**config.mk**
```make
export PLATFORM = sky130hd
export DESIGN_NAME = bounded_ordered_list_engine_core
export DESIGN_NICKNAME = d
export VERILOG_FILES = /design/src/hdl/bole_pkg.sv /design/src/hdl/bole_datapath.sv /design/src/hdl/bole_control.sv /design/src/hdl/bounded_ordered_list_engine_core.sv
export SDC_FILE = /design/constraint.sdc
export NUM_CORES = 2
export LEC_CHECK = 0
export BUFFER_PORTS_ARGS = -buffer_cell sky130_fd_sc_hd__clkbuf_2
export CORE_UTILIZATION = 40
export CTS_CLUSTER_DIAMETER = 150
export DETAILED_ROUTE_END_ITERATION = 12
export PLACE_DENSITY = 0.56
export SYNTH_ARGS = -nofsm -noshare
export SYNTH_HDL_FRONTEND = slang
export SYNTH_HIERARCHICAL = 1
export SYNTH_SLANG_ARGS = --single-unit
```
**constraint.sdc**
```tcl
create_clock -name clock -period 7.1 [get_ports clock]
set_input_delay 0.71 -clock clock [delete_from_list [all_inputs] [get_ports clock]]
set_output_delay 0.71 -clock clock [all_outputs]
set_load 0.02 [all_outputs]
```
**src/hdl/bole_pkg.sv**
```systemverilog
// Package: shared types, constants and opcodes for the ordered list engine.
`timescale 1ns / 1ps
package bole_pkg;
   localparam int DEPTH = 16;
   localparam int IDX_W = $clog2(DEPTH);
   localparam int CNT_W = $clog2(DEPTH + 1);

   localparam logic [3:0] OP_INS_FRONT = 4'd0;
   localparam logic [3:0] OP_INS_BACK  = 4'd1;
   localparam logic [3:0] OP_REM_FRONT = 4'd2;
   localparam logic [3:0] OP_REM_BACK  = 4'd3;
   localparam logic [3:0] OP_REM_VALUE = 4'd4;
   localparam logic [3:0] OP_INS_AT    = 4'd5;
   localparam logic [3:0] OP_REM_AT    = 4'd6;
   localparam logic [3:0] OP_SORT      = 4'd7;
   localparam logic [3:0] OP_DUMP      = 4'd8;

   typedef struct packed {
      logic [3:0]         opcode;
      logic signed [31:0] item_value;
      logic [4:0]         position;
   } req_type;

   typedef struct packed {
      logic               ok;
      logic [4:0]         count;
      logic signed [31:0] element;
      logic               last;
   } rsp_type;

   // Controller to datapath commands.
   typedef struct packed {
      logic load;     // capture request and run the operation
      logic sort_pass; // one odd/even transposition pass
      logic dump_sel; // present the dump entry
      logic dump_adv; // advance dump index
   } cmd_type;

   // Datapath to controller status.
   typedef struct packed {
      logic is_sort;
      logic is_dump;
      logic sort_done;
      logic dump_last;
   } sts_type;
endpackage

```
**src/hdl/bole_datapath.sv**
```systemverilog
// Datapath: register-file list with parallel shift, compare and sort network.
`timescale 1ns / 1ps
module bole_datapath
   import bole_pkg::*;
(
   input  logic    clock,
   input  logic    reset,
   input  req_type req,
   input  cmd_type cmd,
   output sts_type sts,
   output rsp_type result
);
   logic signed [31:0] store_ff [DEPTH];
   logic signed [31:0] store_in [DEPTH];
   logic [CNT_W-1:0] count_ff, count_in;
   logic [CNT_W-1:0] pass_ff, pass_in;
   logic [IDX_W-1:0] didx_ff, didx_in;
   logic [3:0]       op_ff, op_in;
   logic             ok_ff, ok_in;

   logic [DEPTH-1:0] hit;
   logic [DEPTH-1:0] before_hit;
   logic             any_hit;
   logic [CNT_W-1:0] pos_c;
   logic             full, empty, pos_ok;
   logic [CNT_W-1:0] ins_idx;
   logic             do_ins, do_rem;

   assign full   = (count_ff == CNT_W'(DEPTH));
   assign empty  = (count_ff == '0);
   assign pos_c  = CNT_W'(req.position);
   assign pos_ok = (req.position != '0) && (pos_c <= count_ff);

   always_comb begin
      for (int i = 0; i < DEPTH; i++)
         hit[i] = (CNT_W'(i) < count_ff) && (store_ff[i] == req.item_value);
      before_hit[0] = 1'b0;
      for (int i = 1; i < DEPTH; i++)
         before_hit[i] = before_hit[i-1] | hit[i-1];
      any_hit = |hit;
   end

   always_comb begin
      store_in = store_ff;
      count_in = count_ff;
      pass_in  = pass_ff;
      didx_in  = didx_ff;
      op_in    = op_ff;
      ok_in    = ok_ff;
      do_ins   = 1'b0;
      do_rem   = 1'b0;
      ins_idx  = '0;
      if (cmd.load) begin
         op_in   = req.opcode;
         ok_in   = 1'b0;
         pass_in = '0;
         didx_in = '0;
         case (req.opcode)
            OP_INS_FRONT: begin do_ins = !full; ins_idx = '0; end
            OP_INS_BACK:  begin do_ins = !full; ins_idx = count_ff; end
            OP_REM_FRONT: begin do_rem = !empty; end
            OP_REM_BACK: begin
               if (!empty) begin ok_in = 1'b1; count_in = count_ff - 1'b1; end
            end
            OP_REM_VALUE: begin do_rem = any_hit; end
            OP_INS_AT: begin do_ins = !full && pos_ok; ins_idx = pos_c - 1'b1; end
            OP_REM_AT: begin do_rem = pos_ok; end
            OP_SORT, OP_DUMP: ok_in = 1'b1;
            default: ok_in = 1'b0;
         endcase
         if (do_ins) begin
            ok_in    = 1'b1;
            count_in = count_ff + 1'b1;
            for (int i = 1; i < DEPTH; i++)
               if (CNT_W'(i) > ins_idx) store_in[i] = store_ff[i-1];
            for (int i = 0; i < DEPTH; i++)
               if (CNT_W'(i) == ins_idx) store_in[i] = req.item_value;
         end
         if (do_rem) begin
            ok_in    = 1'b1;
            count_in = count_ff - 1'b1;
            for (int i = 0; i < DEPTH - 1; i++) begin
               if (req.opcode == OP_REM_VALUE) begin
                  if (hit[i] || before_hit[i]) store_in[i] = store_ff[i+1];
               end else if (req.opcode == OP_REM_AT) begin
                  if (CNT_W'(i) >= pos_c - 1'b1) store_in[i] = store_ff[i+1];
               end else begin
                  store_in[i] = store_ff[i+1];
               end
            end
         end
      end
      if (cmd.sort_pass) begin
         // compare-exchange pairs starting at the parity of the pass number
         for (int i = 0; i < DEPTH - 1; i++)
            if ((i % 2) == int'(pass_ff[0]) && CNT_W'(i + 1) < count_ff
                && store_ff[i+1] < store_ff[i]) begin
               store_in[i]   = store_ff[i+1];
               store_in[i+1] = store_ff[i];
            end
         pass_in = pass_ff + 1'b1;
      end
      if (cmd.dump_adv) didx_in = didx_ff + 1'b1;
   end

   always_ff @(posedge clock) begin
      store_ff <= store_in;
      op_ff    <= op_in;
      ok_ff    <= ok_in;
      pass_ff  <= pass_in;
      didx_ff  <= didx_in;
      if (reset) count_ff <= '0;
      else       count_ff <= count_in;
   end

   assign sts.is_sort   = (op_ff == OP_SORT);
   assign sts.is_dump   = (op_ff == OP_DUMP);
   assign sts.sort_done = (pass_ff >= count_ff);
   assign sts.dump_last = (CNT_W'(didx_ff) + 1'b1 >= count_ff);

   always_comb begin
      result.ok      = ok_ff;
      result.count   = 5'(count_ff);
      result.element = '0;
      result.last    = 1'b1;
      if (cmd.dump_sel && !empty) begin
         result.element = store_ff[didx_ff];
         result.last    = sts.dump_last;
      end
   end

   a_count_max: assert property (@(posedge clock) disable iff (reset)
      count_ff <= CNT_W'(DEPTH)) else $error("count overflow");
   a_pass_step: assert property (@(posedge clock) disable iff (reset)
      cmd.sort_pass |=> pass_ff == $past(pass_ff) + 1'b1) else $error("pass step");
   a_sort_cnt: assert property (@(posedge clock) disable iff (reset)
      cmd.sort_pass |=> $stable(count_ff)) else $error("sort changed count");
   a_dump_cnt: assert property (@(posedge clock) disable iff (reset)
      cmd.dump_adv |=> $stable(count_ff)) else $error("dump changed count");
endmodule

```
**src/hdl/bole_control.sv**
```systemverilog
// Controller: sequences load, sort passes, dump and result handshake.
`timescale 1ns / 1ps
module bole_control
   import bole_pkg::*;
(
   input  logic    clock,
   input  logic    reset,
   input  logic    req_valid,
   output logic    req_ready,
   output logic    rsp_valid,
   input  logic    rsp_ready,
   input  sts_type sts,
   output cmd_type cmd
);
   localparam logic [1:0] ST_IDLE = 2'd0;
   localparam logic [1:0] ST_SORT = 2'd1;
   localparam logic [1:0] ST_OUT  = 2'd2;
   localparam logic [1:0] ST_DUMP = 2'd3;

   logic [1:0] state_ff, state_in;

   assign req_ready = (state_ff == ST_IDLE);
   assign rsp_valid = (state_ff == ST_OUT) || (state_ff == ST_DUMP);

   always_comb begin
      state_in      = state_ff;
      cmd           = '0;
      cmd.dump_sel  = (state_ff == ST_DUMP);
      case (state_ff)
         ST_IDLE: if (req_valid) begin
            cmd.load = 1'b1;
            state_in = ST_SORT;
         end
         ST_SORT: begin
            if (sts.is_sort && !sts.sort_done) cmd.sort_pass = 1'b1;
            else if (sts.is_dump) state_in = ST_DUMP;
            else state_in = ST_OUT;
         end
         ST_OUT: if (rsp_ready) state_in = ST_IDLE;
         ST_DUMP: if (rsp_ready) begin
            if (sts.dump_last) state_in = ST_IDLE;
            else cmd.dump_adv = 1'b1;
         end
         default: state_in = ST_IDLE;
      endcase
   end

   always_ff @(posedge clock) begin
      if (reset) state_ff <= ST_IDLE;
      else       state_ff <= state_in;
   end

   a_one_cmd: assert property (@(posedge clock) disable iff (reset)
      $onehot0({cmd.load, cmd.sort_pass, cmd.dump_adv})) else $error("cmd clash");
   a_no_rsp_load: assert property (@(posedge clock) disable iff (reset)
      cmd.load |-> !rsp_valid) else $error("load during response");
   a_hold: assert property (@(posedge clock) disable iff (reset)
      rsp_valid && !rsp_ready |=> rsp_valid) else $error("response dropped");
endmodule

```
**src/hdl/bounded_ordered_list_engine_core.sv**
```systemverilog
// Top level: ordered list engine built from a controller and a datapath.
`timescale 1ns / 1ps
// Usage:
//   Input channel req_* carries one transaction: opcode, item_value, position.
//   Result channel rsp_* returns ok, count, element, last for each result.
//   Inserts and removes shift all entries in parallel in the load cycle; the
//   controller then passes through its sequencing state (ST_SORT) before
//   rsp_valid rises in ST_OUT; ready returns the cycle after rsp is taken,
//   so a new request is accepted only after the previous result is taken.
//   Sort runs count odd/even transposition passes, one per cycle.
//   Dump streams count results, one per cycle while rsp_ready is high, with
//   last marking the final one; an empty list gives a single result.
//   Reset clears the count and controller; stored entries need no clearing.
//   A receiver stall holds the current result stable and blocks new requests.
module bounded_ordered_list_engine_core
   import bole_pkg::*;
(
   input  logic    clock,
   input  logic    reset,
   input  logic    req_valid,
   output logic    req_ready,
   input  req_type req_data,
   output logic    rsp_valid,
   input  logic    rsp_ready,
   output rsp_type rsp_data
);
   cmd_type cmd;
   sts_type sts;

   // sequence the transaction
   bole_control u_control (
      .clock, .reset, .req_valid, .req_ready, .rsp_valid, .rsp_ready,
      .sts, .cmd
   );

   // hold the list and compute results
   bole_datapath u_datapath (
      .clock, .reset, .req(req_data), .cmd, .sts, .result(rsp_data)
   );
endmodule
```
# Word-level counts from Yosys, hierarchy flattened
# Index checks and enable logic that the tools add are counted.
[totals]
output_inout_bits = 41
input_bits = 45
word_cells = 388
reg_bits = 533
[op_classes]
bitwise = 15
n_addsub = 6
n_mux = 147
n_eq_ne = 51
order_cmp = 65
reduce_logical = 82
[op_table]
columns = ["operator", "n"]
rows = [
  ["$mux 32", 93],
  ["$mux 512", 3],
  ["$mux 64", 18],
  ["$eq 32x32->1", 16],
  ["$lt 32x32->1", 15],
  ["$mux 480", 1],
  ["$bmux 32 s4", 1],
  ["$logic_and 1x1->1", 50],
  ["$eq 4x5->1 const A", 8],
  ["$gt 4x5->1 const A", 8],
  ["$lt 4x5->1 const A", 8],
  ["$ge 4x5->1 const A", 7],
  ["$mux 5", 7],
  ["$mux 33", 1],
  ["$eq 3x5->1 const A", 4],
  ["$eq 4x3->1 const B", 5],
  ["$ge 3x5->1 const A", 4],
  ["$gt 3x5->1 const A", 4],
  ["$lt 3x5->1 const A", 4],
  ["$reduce_or 16->1", 1],
  ["$logic_or 1x1->1", 15],
  ["$or 1x1->1", 13],
  ["$mux 1", 11],
  ["$add 5x1->5 const B", 2],
  ["other kinds (40)", 67],
]

# Longest topological paths before layout
[logic_depth]
word_depth = 39
depth_mapped = 21
depth_no_buf = 16

# Hierarchy
# The synthesis kept the hierarchy.
[by_module_without_submodules]
columns = ["module", "seq_area_each_um2", "cells_each", "area_each_um2", "instances"]
rows = [
  ["bole_datapath", 10770.3, 7355, 58853.9, 1],
  ["bole_control", 40.0, 19, 153.9, 1],
]

# Worst setup path after synthesis
# OpenSTA, ideal clock, no wires.
[synth_path]
path_kind = "register to register"
startpoint = "reg u_datapath.count_ff[1]"
endpoint = "reg u_datapath/store_ff[144] (netlist bit)"
period_less_slack_ps = 4145
setup_time_ps = 134
n_path_buf = 3
path_stages_with_launch = 18
t_required_ps = 6966
slack_ps = 2955
t_arrival_ps = 4011
cell_sequence = "dfxtp_1 > clkbuf_1 > inv_1 > ha_1 > a21o_1 > a21oi_1 > nor2b_1 > o21ai_0 > nand2b_1 > nand2b_1 > nor3b_1 > clkbuf_1 > clkinv_1 > nor4_2 > a31oi_1 > nand2_1 > clkbuf_1 > o211ai_1"
[synth_rtl]
columns = ["element", "line", "source"]
rows = [
  ["start, declared", "bole_datapath.sv:15", "logic [CNT_W-1:0] count_ff, count_in;"],
  ["start signal, assigned", "bole_datapath.sv:113", "else count_ff <= count_in;"],
  ["end signal, assigned", "bole_datapath.sv:107", "store_ff <= store_in;"],
  ["end, declared", "bole_datapath.sv:13", "logic signed [31:0] store_ff [DEPTH];"],
]

==> summary.txt <==
Run status
  – Status: finished, final reports clean

Synth
  – Post-Syn Area: 59000 um^2
  – Area share of the largest cell type after synthesis: 17.6%
  – Ys flop type: dfxtp_1
  – Leading area contributor after synthesis: dfxtp_1
  – Syn_nets: roughly 7900
  – Register bit total from synthesis: 533
  – Syn_area_per_cell: 8.00 um^2
  – Asr flop ratio synth: 0%
  – Synth warn: 6
  – Synth Instances: between 7000 and 8000
  – Synth cell types: approximately 100
  – Synth top area cells: dfxtp_1, ha_1, mux4_2
  – Number of enable flip-flop cells after synthesis: 14
  – Sequential area share after synthesis: 18.3%

Critical path
  – Worst-path fanout max: 59
  – Critical Path RT: ~7.7 ns
  – CP Class: reg2reg
  – CP Launch Type: flop
  – CP Capture Type: flop
  – Arr. time, crit path: 6.52 ns

GRT
  – Initial antenna violation count: 32
  – First-pass GRT wire length: slightly below 500000 um
  – Grt ovf: 0
  – Largest net degree at the start of global routing: 100
  – Vias in the first global route: 61903
  – GRT Total Usage: about 46%

Route
  – Initial DRC count: 11487
  – Via count: approximately 68000
  – Routed len/inst: between 40 and 50 um
  – DRT Wirelength: 359000 um
  – Drt drc: 0
  – DRT antenna net count: 0
  – Vias per inst: around 7.6
  – 1st-pass router iterations: 9

Power
  – Worst VDD drop: ~240 uV
  – Pwr dens: approximately 480 nW/um^2
  – Tot Pwr: 30.5 mW
  – Leak: approximately 25 nW

Floorplanning
  – Starting density of the core: 40.4%
  – Std-Cell Rows: 140
  – Die ar.: around 150000 um^2
  – Chip Height: approximately 390 um
  – Die Wd: a little under 400 um
  – Core Area: ~150000 um^2
  – Ports: 86

STA
  – Pin slew with the least headroom to its limit: about 1.3 ns
  – Final min period: about 5.9 ns
  – Relative slew slack: around an eighth
  – Slew Limit Fails: 0
  – Final period utilization: 83.2%
  – Layout Skew: a little over 0.04 ns
  – Hold_ws: 0.331 ns
  – RSZ-0062 raised after global routing: false
  – Worst setup margin: 1.19 ns
  – F_max: about 170 MHz
  – Number of hold violations in the final report: 0
  – Final setup viols: 0
  – Setup TNS: 0 ns

Cells and area
  – Cell area after layout: roughly 63000 um^2
  – Commonest non-fill, non-tap cell in the layout: dfxtp_1
  – Fill cells: about 15000
  – Commonest cells after routing, fill and taps aside: dfxtp_1, inv_1, ha_1
  – Layout cells sized above 1: 12.2%
  – Synthesis-to-layout area growth: 7.32%
  – Net count reported at finish: ~7500

Run
  – Max Cap Viol: 0

CTS
  – CTS Buf Count: 75
  – Setup Fix Bufs, Post-CTS: 0
  – Clk sinks: approximately 530
  – CTS tree: built
  – Clk root buf: clkbuf_16
  – Cts hold-fix bufs: 0
  – PostCTS Resize Cnt: 0
  – Clk_lat worst skew: about 0.73 ns
  – Longest Clk Path Bufs: 3
  – # H-tree levels: 3
  – Clk slew on worst S/H paths: roughly 0.080 ns

Place
  – Final HPWL DP: 251000 um
  – Area of placed instances: about 61000 um^2
  – Buffers added on ports: between 80 and 90
  – RePlAce Congestion: 1.08
  – Post-placement setup slack: around 1.5 ns

Hold path
  – Hold Crit Class: in2reg
## synth_stat cells, drive strengths merged, types with 199 or more instances
cell,instances
ha,489
a22oi,278
o21ai,276
xnor2,336
nor2,371
o22ai,413
clkbuf,667
buf,215
dfxtp,519
nand4,199
inv,503
nand2,432
a21oi,326
## registers in the layout, summed over array words and instances, names as in the netlist
signal	flops
u_datapath/ok_ff	1
u_datapath/count_ff	5
u_datapath/op_ff	4
u_datapath/store_ff	512
u_control/state_ff	2
u_datapath/didx_ff	4
u_datapath/pass_ff	5
## final cells by class
type	instances	area, um^2	area share [%]
flip-flops and latches	533	10800	17.1
repair buffers	352	2680	4.23
inverters	504	1900	3.00
multi-input cells	5455	43000	67.9
diodes	19	47.5	0.0751
well taps	1917	2400	3.79
clock buffers	110	2180	3.44
clock inverters	27	339	0.535
## stage by stage
step	instances	utilization, %
after floorplan	7374	-
after global placement	8761	41.6
after detailed placement	8761	41.6
after CTS	8898	43.3
after global routing	8900	43.3
final	8917	43.3
## logic make-up after synthesis
logic type | synth area share, %
XOR/XNOR | 7.81
AO/OA/AOI/OAI | 31.4
adder cells (fa/ha/maj) | 10.4
AND/OR/NAND/NOR | 13.3
buffers and inverters | 9.44
multiplexers | 9.37
flip-flops | 18.3
## power by group
part	internal (mW)	leakage (nW)	switching [mW]	total [mW]
Combinational	6.99	19.0	10.2	17.1
Sequential	4.42	4.48	4.81	9.23
Clock	2.35	1.24	1.78	4.13
Total	13.8	24.7	16.7	30.5
## path summary, 6_finish.rpt
check	startpoint	slack, ns	to	depth (start not counted)
max	u_datapath/count_ff[3]	1.19	u_datapath/store_ff[118]	11
min	rsp_ready	0.33	u_control/state_ff[0]	4
max reg2reg	u_datapath/count_ff[3]	1.19	u_datapath/store_ff[118]	11
min reg2reg	u_control/state_ff[0]	0.59	u_control/state_ff[1]	2
## metal layers
metal	vias to the layer above	track usage (%)	part of all wire (%)	routed length [um]
li1	27233	-	-	-
met5	-	0	0.025	91
met2	6081	65.1	40	142000
met1	32905	57.2	36	131000
met3	1675	16.0	14	49900
met4	14	36.9	10	35900
## critical path, stage by stage, from the launching register on
cell,delay [ns]
dfxtp_1,0.54
nor2_1,1.02
nand2_1,0.52
nor4bb_1,0.28
nand3_1,0.40
nand4_1,0.40
nor4_2,0.51
a21o_4,0.61
buf_4,0.75
o221a_2,0.31
a211oi_1,0.05
o32ai_1,0.31
Power figures use the tool's default switching activity.
